`src/sv/bog_pkg.sv`:
```
// Package for the broadcast offset generator: field widths, register map and
// the control struct that runs from the top level to each axis cell.
// No dependencies.
package bog_pkg;

	// Default structural sizes.
	localparam int MAX_AXES_DEF    = 4;
	localparam int EXTENT_BITS_DEF = 12;
	localparam int STRIDE_BITS_DEF = 16;

	// Fixed widths of the register and result fields.
	localparam int RANK_REG_W = 3;
	localparam int EXT_REG_W  = 48;
	localparam int STR_REG_W  = 64;
	localparam int OFF_W      = 30;
	localparam int DEST_W     = 48;

	// Configuration port: 64-bit registers at byte address 8*i.
	localparam int DATA_W    = 64;
	localparam int ADDR_W    = 6;
	localparam int REG_IDX_W = 3;
	localparam int REG_LSB   = 3;

	// Reset values: every extent and every stride is one.
	localparam logic [RANK_REG_W-1:0] RANK_RST = 3'd1;
	localparam logic [EXT_REG_W-1:0]  EXT_RST  = 48'h001001001001;
	localparam logic [STR_REG_W-1:0]  STR_RST  = 64'h0001000100010001;

	// Register indexes.
	typedef enum logic [REG_IDX_W-1:0] {
		REG_TARGET_RANK    = 3'd0,
		REG_SOURCE_RANK    = 3'd1,
		REG_TARGET_EXTENTS = 3'd2,
		REG_SOURCE_EXTENTS = 3'd3,
		REG_SOURCE_STRIDES = 3'd4
	} reg_idx_t;

	// Per-cell control for one cycle.
	typedef struct packed {
		logic step;       // a transaction is accepted this cycle
		logic clear;      // the accepted transaction restarts the walk
		logic active;     // this axis lies within the target rank
		logic active_up;  // the next faster axis lies within the target rank
		logic mapped;     // a source axis is aligned to this target axis
		logic en_s1;      // first pipeline stage loads
		logic en_s2;      // second pipeline stage loads
	} cell_ctl_t;

endpackage

```
`src/sv/broadcast_offset_generator_core.sv`:
```
// Top level of the broadcast offset generator: configuration registers, the
// row of axis cells, the element count and the pipeline handshake.
// Depends on bog_pkg, bog_cell and bog_out.
//
//   Channel   Direction  Handshake              Payload
//   in        input      in_valid / in_stall    restart
//   out       output     out_valid / out_stall  source_offset, dest_index, last, shape_error
//   config    input      psel/penable/pwrite    paddr, pwdata, prdata (pready tied high)
//
// One transaction is accepted per cycle when in_stall is low; its result is registered.
// The odometer carry ripples through the axis cells within the accepting cycle,
// which sets the one-per-cycle rate; multiply and sum take the following stages.
// Reset loads the default shape (rank one, all extents and strides one) and
// clears the odometer and element count; there is no clearing pass.
// A stalled output holds its result while bubbles ahead of it still fill.
module broadcast_offset_generator_core #(
	parameter int MAX_AXES    = bog_pkg::MAX_AXES_DEF,
	parameter int EXTENT_BITS = bog_pkg::EXTENT_BITS_DEF,
	parameter int STRIDE_BITS = bog_pkg::STRIDE_BITS_DEF
) (
	input  logic                          clk,
	input  logic                          arst_n,
	input  logic                          in_valid,
	output logic                          in_stall,
	input  logic                          restart,
	output logic                          out_valid,
	input  logic                          out_stall,
	output logic [bog_pkg::OFF_W-1:0]     source_offset,
	output logic [bog_pkg::DEST_W-1:0]    dest_index,
	output logic                          last,
	output logic                          shape_error,
	input  logic                          psel,
	input  logic                          penable,
	input  logic                          pwrite,
	input  logic [bog_pkg::ADDR_W-1:0]    paddr,
	input  logic [bog_pkg::DATA_W-1:0]    pwdata,
	output logic [bog_pkg::DATA_W-1:0]    prdata,
	output logic                          pready
);

	localparam int RANK_W = $clog2(MAX_AXES + 1);
	localparam int AX_W   = (MAX_AXES > 1) ? $clog2(MAX_AXES) : 1;
	localparam int PROD_W = EXTENT_BITS + STRIDE_BITS;
	localparam int EXT_WIDE_W = MAX_AXES * EXTENT_BITS + bog_pkg::EXT_REG_W;
	localparam int STR_WIDE_W = MAX_AXES * STRIDE_BITS + bog_pkg::STR_REG_W;

	logic [bog_pkg::RANK_REG_W-1:0] tr_q;
	logic [bog_pkg::RANK_REG_W-1:0] sr_q;
	logic [bog_pkg::EXT_REG_W-1:0]  te_q;
	logic [bog_pkg::EXT_REG_W-1:0]  se_q;
	logic [bog_pkg::STR_REG_W-1:0]  ss_q;

	logic                      cfg_wr;
	bog_pkg::reg_idx_t         cfg_idx;

	logic [RANK_W-1:0]         tr_c;
	logic [RANK_W-1:0]         sr_c;
	logic [RANK_W-1:0]         base;
	logic                      rank_err;

	logic [EXT_WIDE_W-1:0]     te_wide;
	logic [EXT_WIDE_W-1:0]     se_wide;
	logic [STR_WIDE_W-1:0]     ss_wide;
	logic [EXTENT_BITS-1:0]    te_arr [MAX_AXES];
	logic [EXTENT_BITS-1:0]    se_arr [MAX_AXES];
	logic [STRIDE_BITS-1:0]    st_arr [MAX_AXES];

	logic                      act   [MAX_AXES+1];
	logic                      carry [MAX_AXES+1];
	logic                      cell_err [MAX_AXES];
	logic [PROD_W-1:0]         prod_s2 [MAX_AXES];

	logic                      en1;
	logic                      en2;
	logic                      en_o;
	logic                      accept;
	logic                      v1_q;
	logic                      v2_q;
	logic                      vo_q;

	logic [bog_pkg::DEST_W-1:0] count_q;
	logic [bog_pkg::DEST_W-1:0] count_cur;
	logic                       walk_last;
	logic                       err_any;
	logic                       err_s1;
	logic                       err_s2;
	logic [bog_pkg::DEST_W-1:0] dest_s1;
	logic [bog_pkg::DEST_W-1:0] dest_s2;
	logic                       last_s1;
	logic                       last_s2;

	// Configuration port.
	assign pready  = 1'b1;
	assign cfg_wr  = psel && penable && pwrite;
	assign cfg_idx = bog_pkg::reg_idx_t'(
		paddr[bog_pkg::REG_LSB +: bog_pkg::REG_IDX_W]);

	always_ff @(posedge clk or negedge arst_n) begin
		if (!arst_n) begin
			tr_q <= bog_pkg::RANK_RST;
			sr_q <= bog_pkg::RANK_RST;
			te_q <= bog_pkg::EXT_RST;
			se_q <= bog_pkg::EXT_RST;
			ss_q <= bog_pkg::STR_RST;
		end else if (cfg_wr) begin
			case (cfg_idx)
				bog_pkg::REG_TARGET_RANK: begin
					tr_q <= pwdata[bog_pkg::RANK_REG_W-1:0];
				end
				bog_pkg::REG_SOURCE_RANK: begin
					sr_q <= pwdata[bog_pkg::RANK_REG_W-1:0];
				end
				bog_pkg::REG_TARGET_EXTENTS: begin
					te_q <= pwdata[bog_pkg::EXT_REG_W-1:0];
				end
				bog_pkg::REG_SOURCE_EXTENTS: begin
					se_q <= pwdata[bog_pkg::EXT_REG_W-1:0];
				end
				bog_pkg::REG_SOURCE_STRIDES: begin
					ss_q <= pwdata[bog_pkg::STR_REG_W-1:0];
				end
				default: begin
				end
			endcase
		end
	end

	// Register read-back.
	always_comb begin
		case (cfg_idx)
			bog_pkg::REG_TARGET_RANK: begin
				prdata = bog_pkg::DATA_W'(tr_q);
			end
			bog_pkg::REG_SOURCE_RANK: begin
				prdata = bog_pkg::DATA_W'(sr_q);
			end
			bog_pkg::REG_TARGET_EXTENTS: begin
				prdata = bog_pkg::DATA_W'(te_q);
			end
			bog_pkg::REG_SOURCE_EXTENTS: begin
				prdata = bog_pkg::DATA_W'(se_q);
			end
			bog_pkg::REG_SOURCE_STRIDES: begin
				prdata = bog_pkg::DATA_W'(ss_q);
			end
			default: begin
				prdata = '0;
			end
		endcase
	end

	// Ranks clamped to one through the axis count; source axes align at the end.
	always_comb begin
		if (tr_q == '0) begin
			tr_c = RANK_W'(1);
		end else if ({1'b0, tr_q} > 4'(MAX_AXES)) begin
			tr_c = RANK_W'(MAX_AXES);
		end else begin
			tr_c = RANK_W'(tr_q);
		end
		if (sr_q == '0) begin
			sr_c = RANK_W'(1);
		end else if ({1'b0, sr_q} > 4'(MAX_AXES)) begin
			sr_c = RANK_W'(MAX_AXES);
		end else begin
			sr_c = RANK_W'(sr_q);
		end
		rank_err = sr_c > tr_c;
		base     = tr_c - sr_c;
	end

	// Packed fields split per axis; fields beyond a register read as zero.
	assign te_wide = {{(MAX_AXES * EXTENT_BITS){1'b0}}, te_q};
	assign se_wide = {{(MAX_AXES * EXTENT_BITS){1'b0}}, se_q};
	assign ss_wide = {{(MAX_AXES * STRIDE_BITS){1'b0}}, ss_q};

	for (genvar a = 0; a < MAX_AXES; a++) begin : g_fields
		assign te_arr[a] = te_wide[a*EXTENT_BITS +: EXTENT_BITS];
		assign se_arr[a] = se_wide[a*EXTENT_BITS +: EXTENT_BITS];
		assign st_arr[a] = ss_wide[a*STRIDE_BITS +: STRIDE_BITS];
	end

	// Pipeline handshake: each stage loads when empty or moving on.
	assign en_o     = !vo_q || !out_stall;
	assign en2      = !v2_q || en_o;
	assign en1      = !v1_q || en2;
	assign in_stall = !en1;
	assign accept   = in_valid && en1;
	assign out_valid = vo_q;

	always_ff @(posedge clk or negedge arst_n) begin
		if (!arst_n) begin
			v1_q <= 1'b0;
			v2_q <= 1'b0;
			vo_q <= 1'b0;
		end else begin
			if (en1) begin
				v1_q <= accept;
			end
			if (en2) begin
				v2_q <= v1_q;
			end
			if (en_o) begin
				vo_q <= v2_q;
			end
		end
	end

	// Row of axis cells; the carry runs from the fastest axis downwards.
	assign act[MAX_AXES]   = 1'b0;
	assign carry[MAX_AXES] = 1'b0;

	for (genvar a = 0; a < MAX_AXES; a++) begin : g_cell
		bog_pkg::cell_ctl_t ctl;
		logic [RANK_W-1:0]  j_full;

		assign j_full = RANK_W'(a) - base;
		assign act[a] = RANK_W'(a) < tr_c;

		always_comb begin
			ctl.step      = accept;
			ctl.clear     = accept && restart;
			ctl.active    = act[a];
			ctl.active_up = act[a+1];
			ctl.mapped    = act[a] && !rank_err && (RANK_W'(a) >= base);
			ctl.en_s1     = en1;
			ctl.en_s2     = en2;
		end

		bog_cell #(
			.EXTENT_BITS(EXTENT_BITS),
			.STRIDE_BITS(STRIDE_BITS)
		) u_cell (
			.clk      (clk),
			.arst_n   (arst_n),
			.ctl      (ctl),
			.carry_up (carry[a+1]),
			.te       (te_arr[a]),
			.se       (se_arr[j_full[AX_W-1:0]]),
			.st       (st_arr[j_full[AX_W-1:0]]),
			.carry_out(carry[a]),
			.err      (cell_err[a]),
			.prod_s2  (prod_s2[a])
		);
	end

	// The walk ends when the slowest axis wraps.
	assign walk_last = carry[0];

	always_comb begin
		err_any = rank_err;
		for (int a = 0; a < MAX_AXES; a++) begin
			err_any = err_any | cell_err[a];
		end
	end

	// Element count, cleared by a restart and after the final element.
	assign count_cur = restart ? '0 : count_q;

	always_ff @(posedge clk or negedge arst_n) begin
		if (!arst_n) begin
			count_q <= '0;
		end else if (accept) begin
			count_q <= walk_last ? '0 : count_cur + bog_pkg::DEST_W'(1);
		end
	end

	// Side data carried alongside the products.
	always_ff @(posedge clk) begin
		if (en1) begin
			err_s1  <= err_any;
			dest_s1 <= count_cur;
			last_s1 <= walk_last;
		end
		if (en2) begin
			err_s2  <= err_s1;
			dest_s2 <= dest_s1;
			last_s2 <= last_s1;
		end
	end

	bog_out #(
		.MAX_AXES   (MAX_AXES),
		.EXTENT_BITS(EXTENT_BITS),
		.STRIDE_BITS(STRIDE_BITS)
	) u_out (
		.clk          (clk),
		.en           (en_o),
		.prod_s2      (prod_s2),
		.err_s2       (err_s2),
		.dest_s2      (dest_s2),
		.last_s2      (last_s2),
		.source_offset(source_offset),
		.dest_index   (dest_index),
		.last         (last),
		.shape_error  (shape_error)
	);

endmodule

```
`src/sv/bog_cell.sv`:
```
// One axis cell of the broadcast offset generator: odometer digit, carry to
// the next slower axis, source index and its product with the stride.
// Depends on bog_pkg.
module bog_cell #(
	parameter int EXTENT_BITS = bog_pkg::EXTENT_BITS_DEF,
	parameter int STRIDE_BITS = bog_pkg::STRIDE_BITS_DEF
) (
	input  logic                           clk,
	input  logic                           arst_n,
	input  bog_pkg::cell_ctl_t             ctl,
	input  logic                           carry_up,
	input  logic [EXTENT_BITS-1:0]         te,
	input  logic [EXTENT_BITS-1:0]         se,
	input  logic [STRIDE_BITS-1:0]         st,
	output logic                           carry_out,
	output logic                           err,
	output logic [EXTENT_BITS+STRIDE_BITS-1:0] prod_s2
);

	localparam int PROD_W = EXTENT_BITS + STRIDE_BITS;

	logic [EXTENT_BITS-1:0] cnt_q;
	logic [EXTENT_BITS-1:0] cur;
	logic [EXTENT_BITS:0]   inc;
	logic                   fits;
	logic                   inc_en;
	logic [EXTENT_BITS-1:0] idx_s1;
	logic [STRIDE_BITS-1:0] st_s1;

	// The digit counts when the faster axis wrapped, or when it is the fastest.
	always_comb begin
		cur       = ctl.clear ? '0 : cnt_q;
		inc       = {1'b0, cur} + {{EXTENT_BITS{1'b0}}, 1'b1};
		fits      = inc < {1'b0, te};
		inc_en    = ctl.active && (!ctl.active_up || carry_up);
		carry_out = inc_en && !fits;
	end

	// An empty target axis, or a source extent that cannot broadcast.
	always_comb begin
		err = (ctl.active && (te == '0)) ||
			(ctl.mapped && ((se == '0) ||
			((se != te) && (se != EXTENT_BITS'(1)))));
	end

	// Odometer digit.
	always_ff @(posedge clk or negedge arst_n) begin
		if (!arst_n) begin
			cnt_q <= '0;
		end else if (ctl.step) begin
			if (inc_en) begin
				cnt_q <= fits ? inc[EXTENT_BITS-1:0] : '0;
			end else if (ctl.clear) begin
				cnt_q <= '0;
			end
		end
	end

	// Source index before the advance, zero on a broadcast axis.
	always_ff @(posedge clk) begin
		if (ctl.en_s1) begin
			idx_s1 <= (ctl.mapped && (se != EXTENT_BITS'(1))) ? cur : '0;
			st_s1  <= st;
		end
	end

	// Index times stride.
	always_ff @(posedge clk) begin
		if (ctl.en_s2) begin
			prod_s2 <= PROD_W'(idx_s1) * PROD_W'(st_s1);
		end
	end

endmodule

```
`src/sv/bog_out.sv`:
```
// Output stage of the broadcast offset generator: sums the per-axis products
// and holds the result transaction until it is taken.
// Depends on bog_pkg.
module bog_out #(
	parameter int MAX_AXES    = bog_pkg::MAX_AXES_DEF,
	parameter int EXTENT_BITS = bog_pkg::EXTENT_BITS_DEF,
	parameter int STRIDE_BITS = bog_pkg::STRIDE_BITS_DEF
) (
	input  logic                              clk,
	input  logic                              en,
	input  logic [EXTENT_BITS+STRIDE_BITS-1:0] prod_s2 [MAX_AXES],
	input  logic                              err_s2,
	input  logic [bog_pkg::DEST_W-1:0]        dest_s2,
	input  logic                              last_s2,
	output logic [bog_pkg::OFF_W-1:0]         source_offset,
	output logic [bog_pkg::DEST_W-1:0]        dest_index,
	output logic                              last,
	output logic                              shape_error
);

	localparam int PROD_W = EXTENT_BITS + STRIDE_BITS;
	localparam int EXT_W  = PROD_W + bog_pkg::OFF_W;

	logic [EXT_W-1:0]           prod_ext [MAX_AXES];
	logic [bog_pkg::OFF_W-1:0]  sum;

	// Products widened so that the low offset bits can always be taken.
	for (genvar a = 0; a < MAX_AXES; a++) begin : g_ext
		assign prod_ext[a] = {{bog_pkg::OFF_W{1'b0}}, prod_s2[a]};
	end

	// Offset modulo the offset width.
	always_comb begin
		sum = '0;
		for (int a = 0; a < MAX_AXES; a++) begin
			sum = sum + prod_ext[a][bog_pkg::OFF_W-1:0];
		end
	end

	// Result register.
	always_ff @(posedge clk) begin
		if (en) begin
			source_offset <= err_s2 ? '0 : sum;
			dest_index    <= dest_s2;
			last          <= last_s2;
			shape_error   <= err_s2;
		end
	end

endmodule

```
`config.mk`:
```
export PLATFORM = sky130hd
export DESIGN_NAME = broadcast_offset_generator_core
export DESIGN_NICKNAME = d
export VERILOG_FILES = /design/src/sv/bog_pkg.sv /design/src/sv/broadcast_offset_generator_core.sv /design/src/sv/bog_cell.sv /design/src/sv/bog_out.sv
export SDC_FILE = /design/constraint.sdc
export NUM_CORES = 2
export LEC_CHECK = 0
export ABC_AREA = 1
export BUFFER_PORTS_ARGS = -buffer_cell sky130_fd_sc_hd__buf_2
export CAP_MARGIN = 5
export CORE_MARGIN = 2
export CORE_UTILIZATION = 60
export CTS_BUF_LIST = sky130_fd_sc_hd__clkbuf_4
export DETAILED_ROUTE_END_ITERATION = 6
export GPL_TIMING_DRIVEN = 0
export PLACE_DENSITY = 0.78
export SETUP_SLACK_MARGIN = 0.02
export SLEW_MARGIN = 10
export SYNTH_ARGS = -nofsm -noshare
export SYNTH_HDL_FRONTEND = slang
export SYNTH_HIERARCHICAL = 1
export SYNTH_SLANG_ARGS = --single-unit
```
`constraint.sdc`:
```
create_clock -name clk -period 16.9 [get_ports clk]
set_input_delay 3.38 -clock clk [delete_from_list [all_inputs] [get_ports clk]]
set_output_delay 3.38 -clock clk [all_outputs]
set_load 0.05 [all_outputs]
```
-- Word level (Yosys, flattened, before mapping)
Index checks and enable logic that the tools add are counted.
- bits in writable memories: 0
- latch bits: 0
- output and inout port bits: 147
- logic and storage cells: 212
- input port bits: 78
- bits in read-only memories: 0
- memories: 0
- flip-flop bits (word level): 669
- bitwise operators: 8
- $lt $le $gt $ge: 19
- multiply operators: 4
- shift-type cells: 0
- reductions and logical operators: 78
- equality and inequality tests: 12
- muxes and demuxes: 43
- div/mod/pow operators: 0
- add/sub/neg operators: 13
- operators with widths (cell ; number):
    64-bit case mux with 5 select lines ; 1
    12-bit 2-to-1 mux ; 20
    16-bit binary-select mux with 2-bit select ; 4
    16-bit 2-to-1 mux ; 8
    12-bit by 16-bit multiplier with 28-bit output ; 4
    12-bit binary-select mux with 2-bit select ; 4
    12-bit logical NOT ; 8
    48-bit 2-to-1 mux ; 2
    30-bit by 28-bit adder with 30-bit output ; 2
    12-bit by 1-bit adder with 13-bit output, second input constant ; 4
    13-bit by 12-bit less-than comparator with 1-bit output ; 4
    48-bit by 1-bit adder with 48-bit output, second input constant ; 1
    12-bit by 1-bit != test with 1-bit output, second input constant ; 4
    12-bit != test ; 4
    1-bit logical AND ; 35
    28-bit by 28-bit adder with 29-bit output ; 1
    1-bit logical OR ; 14
    1-bit logical NOT ; 13
    3-bit >= comparator, second input constant ; 4
    3-bit 2-to-1 mux ; 4
    2-bit inverter with 3-bit output ; 4
    2-bit AND reduction ; 5
    3-bit logical NOT ; 3
    3-bit by 2-bit == test with 1-bit output, second input constant ; 2
    other kinds (12) ; 22

-- Longest topological paths before layout
- word-level depth: 21
- gate-level depth with buffers: 46
- depth with buffers taken out: 39

-- Cells and area by module
Netlist, hierarchy kept.
- by module, submodules not included (module ; seq. area each (sq um) ; times used ; cells each ; area an instance (sq um)):
    bog_cell (g_cell[0].u_cell ...) ; 1981.9 ; 2 ; 1221 ; 9743.1
    broadcast_offset_generator_core ; 8450.6 ; 1 ; 2099 ; 16454.5
    bog_cell (g_cell[2].u_cell) ; 1981.9 ; 1 ; 1255 ; 9959.6
    bog_cell (g_cell[3].u_cell) ; 1981.9 ; 1 ; 1200 ; 9698.1
    bog_out ; 2402.3 ; 1 ; 749 ; 6264.8

-- Worst setup path before layout
OpenSTA, ideal clock, no wires.
- kind: input to register
- start point: in out_stall
- end point: reg count_q[10] (netlist name)
- arrival time: 14914 ps
- library setup time: 88 ps
- stages: 45
- required time: 16812 ps
- path buffers: 7
- setup slack: 1899 ps
- cell sequence: nand2_1 > nor2_1 > nand2_1 > nand2_1 > clkbuf_1 > nor2_1 > buf_4 > nor2_1 > ha_1 > nand3_1 > nor2_2 > nand2_1 > xor2_1 > inv_1 > ha_1 > nand2_1 > o21ai_0 > nor2_1 > [9 not listed] > inv_1 > nand2_1 > nand2_1 > clkbuf_1 > inv_1 > nand2_1 > inv_1 > inv_1 > nand2_1 > nand2_1 > clkbuf_1 > inv_1 > nand2_1 > inv_1 > nor2_2 > inv_1 > buf_2 > o22ai_1
- RTL lines (element ; RTL line ; text):
    start, declared ; broadcast_offset_generator_core.sv:27 ; input logic out_stall,
    end signal, assigned ; broadcast_offset_generator_core.sv:264 ; count_q <= walk_last ? '0 : count_cur + bog_pkg::DEST_W'(1);
    end, declared ; broadcast_offset_generator_core.sv:81 ; logic [bog_pkg::DEST_W-1:0] count_q;

==> results.toml <==
[status]
status = "finished with violations"
failed_checks = "design-rule violations"

[finish]
fin_area_um2 = 67400
multi_input_area_um2 = 35000
nFillCells = 8846
regArea_um2 = 18800
drive_gt1_frac = 0.0860
area_growth_pct = 8.96
nets = 9196

[logic_synthesis]
synth_seq_cells = 669
syn_avg_cell_area_um2 = 7.99
netlist_area_um2 = 61900
synthDistinctLibCells = 59
synth_warnings = 6
synth_top_cell_area_share = 0.200
async_reset_ff_frac = 0.396
synth_edf_count = 404
synthFlopType = "edfxtp_1"
yosysTopAreaCell = "fa_1"
ys_seq_area_frac = 0.304
synthTopCellsByArea = "fa_1, edfxtp_1, nand2_1"
synth.most_common_cell = "nand2_1"
synth_top_cells_by_count = "nand2_1, inv_1, fa_1"
syn_inst = 7745

[detailed_routing]
dr.first_iter.drc_count = 5137
vias = 53300
wl_per_cell_um = 20.2
ant_nets = 0
drc = 1
viasPerCell = 5.51
postRouteWirelength_mm = 196
drtPass1Iterations = 7

[die]
start_util = 0.606
dieArea_um2 = 106000
core_um2 = 102000
core.rowCount = 117
die_w_um = 325
die_y_um = 325
io_pins = 225

[worst_setup_path]
rr_startpoint = "out_valid"
r2r_slack_ns = 7.09
cp-end-kind = "flip-flop"
cp_top_family = "simple AND/OR/NAND/NOR gates"
crit_path_max_fanout = 57
critPathMaxStageDelay_ns = 0.59
start_kind = "input pin"
crit_start = "out_stall"
cp.arrival_ns = 12.78
critPathSlowestCell = "nand2_4"
crit_buf_inv = 18
required_ns = 17.92
path_class = "input pin to flip-flop"
crit_top_cell = "nand2_1"

[timing]
max_freq_ghz = 0.0850
fin_crit_ns = 11.76
finalClockSkew_ns = 0.0908
relSlewSlack = 0.242
slew_viol_final = 0
min_period_over_period = 0.696
setup_viol = 0
tightest_slew_ns = 1.12
grt_setup_unrepaired = "false"
hold_violations = 0

[clock_tree]
htreeDepth = 4
ctsResizeCount = 0
worstSkewPairLatency_ns = 1.16
post_cts_buffers = 0
clock_sinks = 669
cts_tree = "built"
cts_hold_buf = 0
cts_root_buffer = "clkbuf_4"
cts_buffer_depth = 3
clk_pin_slew_worst_paths_ns = 0.07
numCtsBuffers = 175

[global_route]
grt_pass1_vias = 53500
grt_util_all_layers = 0.377
grt_pass1_wl_mm = 304
gr-total-overflow = 0
antenna_found_initial = 6
grt_max_degree = 114

[hold_path]
worstHoldPathType = "flip-flop to flip-flop"
holdCritStartpoint = "dest_s2[36]"

[placement]
dp_hpwl_mm = 158
io_buffer_count = 219
postPlaceCellArea_um2 = 65000
globalplace.congestion = 1.01

[job]
drv_cap = 0
==> flip-flops by register name, indices dropped and copies added (netlist names), 3 cells and up <==
signal	cells
g_cell.u_cell/prod_s2	112
g_cell.u_cell/st_s1	64
ss_q	64
count_q	48
dest_s1	48
dest_s2	48
g_cell.u_cell/cnt_q	48
g_cell.u_cell/idx_s1	48
se_q	48
te_q	48
u_out/dest_index	48
u_out/source_offset	30
sr_q	3
tr_q	3
==> per-layer routing <==
| metal | up-vias | track usage | routed length, µm |
|---|---|---|---|
| met5 | - | 0 | 20 |
| met4 | 2 | 0.186 | 10800 |
| met3 | 512 | 0.0837 | 18100 |
| met2 | 2600 | 0.598 | 89300 |
| met1 | 25600 | 0.490 | 77600 |
| li1 | 24600 | - | - |
==> metrics by stage <==
stage / util / hold slack [ns] / TNS, ns / cells / setup slack (ns)
6_report: 0.661 / 0.413 / 0 / 9678 / 5.14
5_1_grt: 0.661 / 0.413 / 0 / 9677 / 4.53
4_1_cts: 0.660 / 0.409 / 0 / 9670 / 5.31
3_5_place_dp: 0.637 / 0.405 / 0 / 9345 / 4.13
3_3_place_gp: 0.634 / 0.401 / -346.12 / 9335 / -4.83
2_1_floorplan: - / 0.400 / 0 / 7748 / 1.90
==> cells by family after synthesis <==
group,count (synthesis),share of synthesized area
flops,669,0.304
buf+inv,2098,0.131
xor+xnor,139,0.0197
simple gates,3044,0.205
fa+ha+maj,964,0.270
compound gates,829,0.0716
other cells,2,0.000121
==> cells in the final DEF (no fill, tap or decap), types with 37 or more instances in the layout <==
cell type	Yosys	routed
nand2_1	2026	2024
buf_2	27	245
nand4_1	76	76
edfxtp_1	404	404
nand3_1	282	282
nor2_2	37	37
inv_1	1774	1773
a21oi_1	259	259
o21ai_0	461	460
dfrtp_1	251	251
clkinv_1	1	40
nor2_1	476	475
xor2_1	107	107
ha_1	347	347
clkbuf_4	0	254
fa_1	617	617
clkbuf_1	249	248
==> layout make-up <==
| type | instances | area share |
|---|---|---|
| multi-input cells | 4981 | 0.520 |
| inverters | 1783 | 0.0995 |
| repair buffers | 229 | 0.0201 |
| clock buffers | 254 | 0.0283 |
| flip-flops and latches | 669 | 0.279 |
| diodes | 8 | 0.000297 |
| clock inverters | 71 | 0.00755 |
| well taps | 1368 | 0.0254 |
| plain buffers | 315 | 0.0206 |
==> worst paths after layout <==
path,end,cells after the start
setup / recovery,count_q[4],47
hold / removal,u_out/dest_index[36],0
setup reg to reg,count_q[4],46
hold reg to reg,u_out/dest_index[36],0
max in group asynchronous,g_cell[1].u_cell/cnt_q[2],3
min in group asynchronous,se_q[1],1
Power is not shown: default switching activity piles up to over one toggle a cycle in this logic, so the estimate is an artifact.
